File: src/rtl/mbsp_pkg.sv
// Package with the item types, codes and length table of the MIDI byte stream parser.
`timescale 1ns / 1ps

package mbsp_pkg;

  // One incoming MIDI byte with its arrival time.
  typedef struct packed {
    logic [7:0]  byte_value;
    logic [63:0] time_stamp;
  } in_item_t;

  // One byte of an emitted message.
  typedef struct packed {
    logic [7:0]  msg_byte;
    logic        last_of_message;
    logic [63:0] msg_time;
    logic        sysex_truncated;
  } out_item_t;

  localparam logic [7:0] STATUS_BIT     = 8'h80;
  localparam logic [7:0] SYSEX_START    = 8'hF0;
  localparam logic [7:0] SYSEX_END      = 8'hF7;
  localparam logic [7:0] REALTIME_FIRST = 8'hF8;

  // Sources for the output register.
  localparam logic [1:0] SRC_RT   = 2'd0;
  localparam logic [1:0] SRC_HEAD = 2'd1;
  localparam logic [1:0] SRC_RAM  = 2'd2;

  // Commands from the controller to the datapath.
  typedef struct packed {
    logic       take;
    logic       load;
    logic [1:0] src;
    logic       last;
    logic       rd_en;
  } mbsp_cmd_t;

  // Status from the datapath about the item on the input port.
  typedef struct packed {
    logic is_rt;
    logic emit;
  } mbsp_sts_t;

  // Message length in bytes for a status byte; zero means undefined.
  function automatic logic [1:0] msg_length(input logic [7:0] status);
    logic [1:0] len;
    len = 2'd0;
    if (status >= 8'h80 && status < 8'hC0) begin
      len = 2'd3;
    end else if (status >= 8'hC0 && status < 8'hE0) begin
      len = 2'd2;
    end else if (status >= 8'hE0 && status < 8'hF0) begin
      len = 2'd3;
    end else begin
      case (status)
        8'hF1:   len = 2'd2;
        8'hF2:   len = 2'd3;
        8'hF3:   len = 2'd2;
        8'hF6:   len = 2'd1;
        default: len = 2'd0;
      endcase
    end
    return len;
  endfunction

endpackage

File: src/rtl/midi_byte_stream_parser_top.sv
// Top level of the MIDI byte stream parser with running status.
`timescale 1ns / 1ps

// MIDI byte stream parser. Each input item is one MIDI byte with its arrival
// time; each output item is one byte of a complete message, status byte first,
// with a last mark on its final byte and the time of the byte that completed
// it. Realtime bytes (0xF8 and up) leave as one-byte messages at once. Channel
// messages set running status; system common and sysex statuses cancel it.
// Stray data bytes and undefined statuses are dropped. Sysex is collected in a
// BUFFER_DEPTH-byte buffer until 0xF7; content that does not fit is dropped
// and every byte of that message carries the truncation mark. A byte that does
// not complete a message, and a realtime byte, let the next byte in unless the
// output register is still full. A byte that completes a message holds the input
// off while the message drains: the status byte comes from a register, each
// later byte takes a buffer RAM read and an output register load. Output back
// pressure stalls the drain. The buffer needs no clearing after reset.
module midi_byte_stream_parser_top #(
  parameter int BUFFER_DEPTH = 64
) (
  input  logic                clk_i,
  input  logic                rst_ni,
  input  logic                in_valid_i,
  output logic                in_ready_o,
  input  mbsp_pkg::in_item_t  in_item_i,
  output logic                out_valid_o,
  input  logic                out_ready_i,
  output mbsp_pkg::out_item_t out_item_o
);
  import mbsp_pkg::*;

  localparam int AddrW = $clog2(BUFFER_DEPTH);
  localparam int FillW = $clog2(BUFFER_DEPTH + 1);

  mbsp_cmd_t        cmd;
  mbsp_sts_t        sts;
  logic [FillW-1:0] emit_len;
  logic [AddrW-1:0] rd_addr;

  mbsp_ctrl #(
    .BufferDepth(BUFFER_DEPTH)
  ) u_ctrl (
    .clk_i      (clk_i),
    .rst_ni     (rst_ni),
    .in_valid_i (in_valid_i),
    .in_ready_o (in_ready_o),
    .out_valid_o(out_valid_o),
    .out_ready_i(out_ready_i),
    .sts_i      (sts),
    .emit_len_i (emit_len),
    .cmd_o      (cmd),
    .rd_addr_o  (rd_addr)
  );

  mbsp_dp #(
    .BufferDepth(BUFFER_DEPTH)
  ) u_dp (
    .clk_i     (clk_i),
    .rst_ni    (rst_ni),
    .in_item_i (in_item_i),
    .cmd_i     (cmd),
    .rd_addr_i (rd_addr),
    .sts_o     (sts),
    .emit_len_o(emit_len),
    .out_item_o(out_item_o)
  );

endmodule

File: src/rtl/mbsp_ram.sv
// Generic single-port-write RAM with a registered read port.
`timescale 1ns / 1ps

module mbsp_ram #(
  parameter int Width = 8,
  parameter int Depth = 64
) (
  input  logic                     clk_i,
  input  logic                     wr_en_i,
  input  logic [$clog2(Depth)-1:0] wr_addr_i,
  input  logic [Width-1:0]         wr_data_i,
  input  logic                     rd_en_i,
  input  logic [$clog2(Depth)-1:0] rd_addr_i,
  output logic [Width-1:0]         rd_data_o
);

  logic [Width-1:0] mem_q [Depth];
  logic [Width-1:0] rd_data_q;

  // Write port.
  always_ff @(posedge clk_i) begin
    if (wr_en_i) begin
      mem_q[wr_addr_i] <= wr_data_i;
    end
  end

  // Registered read port.
  always_ff @(posedge clk_i) begin
    if (rd_en_i) begin
      rd_data_q <= mem_q[rd_addr_i];
    end
  end

  assign rd_data_o = rd_data_q;

endmodule

File: src/rtl/mbsp_dp.sv
// Datapath of the MIDI parser: message state, byte buffer and output register.
`timescale 1ns / 1ps

module mbsp_dp #(
  parameter int BufferDepth = 64
) (
  input  logic                             clk_i,
  input  logic                             rst_ni,
  input  mbsp_pkg::in_item_t               in_item_i,
  input  mbsp_pkg::mbsp_cmd_t              cmd_i,
  input  logic [$clog2(BufferDepth)-1:0]   rd_addr_i,
  output mbsp_pkg::mbsp_sts_t              sts_o,
  output logic [$clog2(BufferDepth+1)-1:0] emit_len_o,
  output mbsp_pkg::out_item_t              out_item_o
);
  import mbsp_pkg::*;

  localparam int AddrW = $clog2(BufferDepth);
  localparam int FillW = $clog2(BufferDepth + 1);
  localparam logic [FillW-1:0] DepthF   = FillW'(BufferDepth);
  localparam logic [FillW-1:0] DepthM1F = FillW'(BufferDepth - 1);

  logic [7:0]       head_q, head_d;
  logic [FillW-1:0] fill_q, fill_d;
  logic [7:0]       rs_q, rs_d;
  logic             ovf_q, ovf_d;
  logic [63:0]      time_q;
  logic             trunc_q, trunc_d;
  out_item_t        out_q;

  logic [7:0]       in_byte;
  logic             in_sysex;
  logic             is_rt;
  logic             emit;
  logic [FillW-1:0] emit_len;
  logic             wr_en;
  logic [AddrW-1:0] wr_addr;
  logic [FillW-1:0] fill_base;
  logic [FillW-1:0] fill_new;
  logic             ovf_new;
  logic             dropped;
  logic [1:0]       len;
  logic [7:0]       rd_data;

  assign in_byte  = in_item_i.byte_value;
  assign is_rt    = in_byte >= REALTIME_FIRST;
  assign in_sysex = (fill_q != '0) && (head_q == SYSEX_START);

  // Next message state for the byte on the input port.
  always_comb begin
    head_d    = head_q;
    fill_d    = fill_q;
    rs_d      = rs_q;
    ovf_d     = ovf_q;
    trunc_d   = trunc_q;
    emit      = 1'b0;
    emit_len  = fill_q;
    wr_en     = 1'b0;
    wr_addr   = fill_q[AddrW-1:0];
    fill_base = fill_q;
    fill_new  = fill_q;
    ovf_new   = ovf_q;
    dropped   = 1'b0;
    len       = 2'd0;
    if (is_rt) begin
      // Realtime bytes leave the message state alone.
    end else if (in_sysex) begin
      if (in_byte == SYSEX_END) begin
        emit_len = fill_q;
        if (fill_q < DepthF) begin
          wr_en    = 1'b1;
          emit_len = fill_q + 1'b1;
        end
        emit    = 1'b1;
        fill_d  = '0;
        ovf_d   = 1'b0;
        trunc_d = ovf_q;
      end else if (fill_q < DepthM1F) begin
        wr_en  = 1'b1;
        fill_d = fill_q + 1'b1;
      end else begin
        ovf_d = 1'b1;
      end
    end else begin
      if ((in_byte & STATUS_BIT) != 8'h00) begin
        rs_d     = (in_byte < SYSEX_START) ? in_byte : 8'h00;
        head_d   = in_byte;
        fill_new = FillW'(1);
        ovf_new  = 1'b0;
      end else if (fill_q == '0 && rs_q == 8'h00) begin
        dropped = 1'b1;
      end else begin
        if (fill_q == '0) begin
          head_d    = rs_q;
          fill_base = FillW'(1);
        end
        fill_new = fill_base;
        if (fill_base < DepthF) begin
          wr_en    = 1'b1;
          wr_addr  = fill_base[AddrW-1:0];
          fill_new = fill_base + 1'b1;
        end
      end
      if (!dropped) begin
        len    = msg_length(head_d);
        fill_d = fill_new;
        ovf_d  = ovf_new;
        if (head_d != SYSEX_START) begin
          if (len == 2'd0) begin
            fill_d = '0;
          end else if (fill_new >= {{(FillW-2){1'b0}}, len}) begin
            emit     = 1'b1;
            emit_len = fill_new;
            fill_d   = '0;
            ovf_d    = 1'b0;
            trunc_d  = ovf_new;
          end
        end
      end
    end
  end

  // Message state registers.
  always_ff @(posedge clk_i or negedge rst_ni) begin
    if (!rst_ni) begin
      head_q <= 8'h00;
      fill_q <= '0;
      rs_q   <= 8'h00;
      ovf_q  <= 1'b0;
    end else if (cmd_i.take && !is_rt) begin
      head_q <= head_d;
      fill_q <= fill_d;
      rs_q   <= rs_d;
      ovf_q  <= ovf_d;
    end
  end

  // Time and truncation mark of the message being drained.
  always_ff @(posedge clk_i) begin
    if (cmd_i.take && emit && !is_rt) begin
      time_q  <= in_item_i.time_stamp;
      trunc_q <= trunc_d;
    end
  end

  mbsp_ram #(
    .Width(8),
    .Depth(BufferDepth)
  ) u_buf (
    .clk_i    (clk_i),
    .wr_en_i  (cmd_i.take && wr_en && !is_rt),
    .wr_addr_i(wr_addr),
    .wr_data_i(in_byte),
    .rd_en_i  (cmd_i.rd_en),
    .rd_addr_i(rd_addr_i),
    .rd_data_o(rd_data)
  );

  // Output register.
  always_ff @(posedge clk_i) begin
    if (cmd_i.load) begin
      case (cmd_i.src)
        SRC_RT: begin
          out_q.msg_byte        <= in_byte;
          out_q.last_of_message <= 1'b1;
          out_q.msg_time        <= in_item_i.time_stamp;
          out_q.sysex_truncated <= 1'b0;
        end
        SRC_HEAD: begin
          out_q.msg_byte        <= head_q;
          out_q.last_of_message <= cmd_i.last;
          out_q.msg_time        <= time_q;
          out_q.sysex_truncated <= trunc_q;
        end
        default: begin
          out_q.msg_byte        <= rd_data;
          out_q.last_of_message <= cmd_i.last;
          out_q.msg_time        <= time_q;
          out_q.sysex_truncated <= trunc_q;
        end
      endcase
    end
  end

  assign sts_o.is_rt = is_rt;
  assign sts_o.emit  = emit;
  assign emit_len_o  = emit_len;
  assign out_item_o  = out_q;

endmodule

File: src/rtl/mbsp_ctrl.sv
// Controller of the MIDI parser: handshakes and the sequencer that drains a message.
`timescale 1ns / 1ps

module mbsp_ctrl #(
  parameter int BufferDepth = 64
) (
  input  logic                             clk_i,
  input  logic                             rst_ni,
  input  logic                             in_valid_i,
  output logic                             in_ready_o,
  output logic                             out_valid_o,
  input  logic                             out_ready_i,
  input  mbsp_pkg::mbsp_sts_t              sts_i,
  input  logic [$clog2(BufferDepth+1)-1:0] emit_len_i,
  output mbsp_pkg::mbsp_cmd_t              cmd_o,
  output logic [$clog2(BufferDepth)-1:0]   rd_addr_o
);
  import mbsp_pkg::*;

  localparam int AddrW = $clog2(BufferDepth);
  localparam int FillW = $clog2(BufferDepth + 1);

  localparam logic [1:0] S_IDLE  = 2'd0;
  localparam logic [1:0] S_DRAIN = 2'd1;
  localparam logic [1:0] S_LOAD  = 2'd2;

  logic [1:0]       state_q, state_d;
  logic [AddrW-1:0] idx_q, idx_d;
  logic [FillW-1:0] n_q, n_d;
  logic             out_valid_q, out_valid_d;
  logic             out_free;
  logic             accept;
  logic             is_last;
  mbsp_cmd_t        cmd;

  assign out_free   = !out_valid_q || out_ready_i;
  assign in_ready_o = (state_q == S_IDLE) && out_free;
  assign accept     = in_valid_i && in_ready_o;
  assign is_last    = (FillW'(idx_q) + 1'b1) == n_q;

  // Sequencer: take an item, then hand out the buffered message byte by byte.
  always_comb begin
    state_d   = state_q;
    idx_d     = idx_q;
    n_d       = n_q;
    cmd.take  = 1'b0;
    cmd.load  = 1'b0;
    cmd.src   = SRC_RT;
    cmd.last  = 1'b0;
    cmd.rd_en = 1'b0;
    case (state_q)
      S_IDLE: begin
        if (accept) begin
          cmd.take = 1'b1;
          if (sts_i.is_rt) begin
            cmd.load = 1'b1;
            cmd.src  = SRC_RT;
            cmd.last = 1'b1;
          end else if (sts_i.emit) begin
            n_d     = emit_len_i;
            idx_d   = '0;
            state_d = S_DRAIN;
          end
        end
      end
      S_DRAIN: begin
        if (out_free) begin
          if (idx_q == '0) begin
            // The status byte is held in a register, not in the buffer.
            cmd.load = 1'b1;
            cmd.src  = SRC_HEAD;
            cmd.last = is_last;
            if (is_last) begin
              state_d = S_IDLE;
            end else begin
              idx_d = AddrW'(1);
            end
          end else begin
            cmd.rd_en = 1'b1;
            state_d   = S_LOAD;
          end
        end
      end
      S_LOAD: begin
        cmd.load = 1'b1;
        cmd.src  = SRC_RAM;
        cmd.last = is_last;
        if (is_last) begin
          state_d = S_IDLE;
        end else begin
          idx_d   = idx_q + 1'b1;
          state_d = S_DRAIN;
        end
      end
      default: begin
        state_d = S_IDLE;
      end
    endcase
  end

  // Output valid flag follows loads and accepted results.
  always_comb begin
    if (cmd.load) begin
      out_valid_d = 1'b1;
    end else if (out_ready_i) begin
      out_valid_d = 1'b0;
    end else begin
      out_valid_d = out_valid_q;
    end
  end

  always_ff @(posedge clk_i or negedge rst_ni) begin
    if (!rst_ni) begin
      state_q     <= S_IDLE;
      idx_q       <= '0;
      n_q         <= '0;
      out_valid_q <= 1'b0;
    end else begin
      state_q     <= state_d;
      idx_q       <= idx_d;
      n_q         <= n_d;
      out_valid_q <= out_valid_d;
    end
  end

  assign cmd_o       = cmd;
  assign rd_addr_o   = idx_q;
  assign out_valid_o = out_valid_q;

endmodule

File: config.mk
export PLATFORM = sky130hd
export DESIGN_NAME = midi_byte_stream_parser_top
export DESIGN_NICKNAME = d
export VERILOG_FILES = /design/src/rtl/mbsp_pkg.sv /design/src/rtl/midi_byte_stream_parser_top.sv /design/src/rtl/mbsp_ram.sv /design/src/rtl/mbsp_dp.sv /design/src/rtl/mbsp_ctrl.sv
export SDC_FILE = /design/constraint.sdc
export NUM_CORES = 1
export LEC_CHECK = 0
export BUFFER_PORTS_ARGS = -buffer_cell sky130_fd_sc_hd__clkbuf_2
export CORE_MARGIN = 5
export CORE_UTILIZATION = 60
export DETAILED_ROUTE_END_ITERATION = 12
export GPL_TIMING_DRIVEN = 0
export PLACE_DENSITY = 0.78
export SLEW_MARGIN = 20
export SYNTH_ARGS = -nofsm -noshare
export SYNTH_HDL_FRONTEND = slang
export SYNTH_SLANG_ARGS = --single-unit
File: constraint.sdc
create_clock -name clk_i -period 16.04 [get_ports clk_i]
set_input_delay 3.208 -clock clk_i [delete_from_list [all_inputs] [get_ports clk_i]]
set_output_delay 3.208 -clock clk_i [all_outputs]
set_load 0.03 [all_outputs]
==> results.cfg <==
[die]
top_level_ports = 152
die_w_um = 227
die_h_um = 227
dieArea_mm2 = 0.0517
core_area_mm2 = 0.0467
rows = 79
initial_utilization_pct = 60.8

[yosys]
synthAdderAreaFrac_pct = 0.529
yosys-mux-area-fraction_pct = 16.7
ys_types = 82
async_reset_ff_share_pct = 5.72
synth_cells = 1472
synth_simple_gate_area_share_pct = 4.70
synth_area_mm2 = 0.0284
syn-num-nets = 1560
synth_top_family_by_area = multiplexers
yosysSeqAreaShare_pct = 73.3
synth_seq_cells = 699
synth_area_per_cell_um2 = 19.3
synth_ff_type = edfxtp_1
synth_compound_area_share_pct = 3.17
synth-xor-area-share_pct = 0.357
yosysWarnings = 0
synth_edf_count = 659

[global_routing]
grt_pass1_vias = 15400
grt_pass1_wl_um = 98900
grt_max_degree = 71
grt_usage_pct = 25.9
overflow = 0
antenna_found_initial = 0

[pwr]
seqPwrFrac_pct = 43.8
p_int_mw = 3.68
p_leak_nw = 10.5
p_sw_share_pct = 30.6
clock_power_share_pct = 30.1
ir_worst_vdd_v = 0.000134
p_sw_mw = 1.62
power.density_mw_per_mm2 = 165
power_frac_comb_pct = 26.1

[sta]
tightestPinTransition_ns = 1.12
final.setup.tns_ns = 0
rsz0062_at_grt = no
max-slew-margin-rel_pct = 25.4
fin_worst_skew_ns = 0.0225
finalCriticalPeriod_ns = 7.61
finalHoldViolCount = 0
hold_ws_ns = 0.514
finalSetupViolCount = 0
fin_crit_sh_pct = 47.4
max_freq_ghz = 0.131
maxSlewViolCount = 0

[final_layout]
area_growth_pct = 13.5
num-fill-cells = 2875
antennaDiodeCount = 0
regArea_mm2 = 0.0208
drive_above_1_share_pct = 29.5
final_nets = 1784
layout_common_cells = edfxtp_1 (659), mux4_2 (168), clkbuf_2 (144), nor2_1 (105)
layout_commonest_cell = edfxtp_1
multi_input_area_mm2 = 0.00724
final_cells = 2355

[clocking]
cts_resized = 0
cts_hold_buf = 0
cts_buffers = 68
path_clk_slew_ns = 0.06
postCtsSetupBuffers = 0
clock-sinks = 699
cts_root_buf = clkbuf_16
cts_tree = yes
clock_latency_ns = 0.61
clk_path_buf_depth = 3
h-tree-depth = 3

[critical_path]
cp.arrival_ns = 8.10
crit_start = in_item_i[71]
r2r_start = u_dp.fill_q[0]
critPathKind = primary input to flop
crit_required_ns = 16.53
reg2reg_slack_ns = 10.81
worstSetupStartpointType = primary input
critPathMaxFanout = 67
end_kind = flop

[place]
hpwl_um = 41500
portBuffers = 151
place_inst = 2233
gp_congestion = 0.901

[detailed_routing]
drc = 0
wirelength_um = 65500
antenna_left = 0
met1Wirelength_um = 25100
wl_per_cell_um = 27.8
drt_pre_antenna_iters = 7
route.met3.wl_um = 6010
viasPerCell = 6.47
routed-via-count = 15200
wl_met2_um = 32900
highest_layer = met4
drt_iter0_drc = 2080

[worst_hold_path]
hp-class = flop to flop
min_from = u_dp.ovf_q

[job]
cap_violations = 0

[status]
status = finished clean
synth_stat cells (all sizes together) (8+ instances only):
cell type	number	area (µm²)
a21oi	23	119
and2	8	50.1
buf	26	110
clkbuf	47	176
dfrtp	40	1000
edfxtp	659	19800
ha	12	150
inv	19	76.3
mux2	70	800
mux2i	15	154
mux4	168	3780
nand2	70	263
nand3	19	95.1
nor2	106	398
nor2b	9	56.3
nor3	14	81.3
o21ai	50	258
cell families (layout without fill, tap and decap cells):
kind of cell,count (synthesis),count (layout)
simple gates,274,274
xor+xnor,10,10
flops,699,699
mux,253,253
buf+inv,92,368
fa+ha+maj,12,12
compound gates,132,132
worst paths after layout:
check,end,cells past startpoint
max reg2reg,u_ctrl.n_q[1],21
min reg2reg,u_dp.ovf_q,1
min,u_dp.ovf_q,1
max,u_ctrl.n_q[1],19
min in group asynchronous,u_dp.fill_q[3],1
max in group asynchronous,u_ctrl.state_q[0],1
state kept, by name (all words and copies together), names as in the netlist:
name,count
u_dp.head_q,8
u_dp.fill_q,7
u_dp.u_buf.mem_q,512
u_dp.out_item_o,74
u_dp.ovf_q,1
u_dp.u_buf.rd_data_o,8
u_dp.trunc_q,1
u_dp.time_q,64
u_ctrl.rd_addr_o,6
u_ctrl.state_q,2
u_dp.rs_q,8
u_ctrl.n_q,7
u_ctrl.out_valid_o,1
area by class of cell:
cell class | instances | area share, %
clock inverters | 33 | 1.11
clock buffers | 89 | 5.75
well taps | 607 | 2.36
multi-input cells | 681 | 22.5
plain buffers | 73 | 0.898
flip-flops and latches | 699 | 64.6
repair buffers | 154 | 2.60
inverters | 19 | 0.237
metrics by stage:
stage	instance area, µm²	util [%]	setup WS (ns)	total power [mW]
2_1_floorplan	28400	-	8.06	3.30
3_3_place_gp	29900	64.1	5.22	3.69
3_5_place_dp	30000	64.3	7.92	3.73
4_1_cts	32200	69.0	8.53	5.32
5_1_grt	32200	69.0	8.05	5.51
6_report	32200	69.0	8.43	5.30
power by group through the flow:
stage                     sequential [mW]  clock [mW]  combinational (mW)
after global placement               2.37           0                1.32
after CTS                            2.32        1.61                1.39
after global routing                 2.34        1.69                1.48
after detailed placement             2.36           0                1.38
after floorplan                      2.54           0               0.758
final                                2.32        1.59                1.39
worst max-delay path, cell delays in order:
cell      delay (ns)
clkbuf_4        0.60
clkbuf_1        0.42
clkbuf_1        0.45
a22oi_1         0.24
a221oi_2        0.35
o21a_1          0.18
nor2_1          0.03
o21ai_0         0.27
ha_1            0.28
nand2b_1        0.14
a21oi_1         0.16
o21ai_0         0.11
nor3_1          0.44
nor3_4          0.15
a21oi_2         0.22
or2_1           0.13
buf_6           0.13
inv_6           0.18
mux2_4          0.37
metal layers:
layer | up-vias | global-route usage, %
met5 | - | 0
met4 | 0 | 6.69
met3 | 105 | 5.26
met2 | 871 | 42.9
met1 | 7822 | 36.2
li1 | 6440 | -
(Power assumes the default switching activity.)
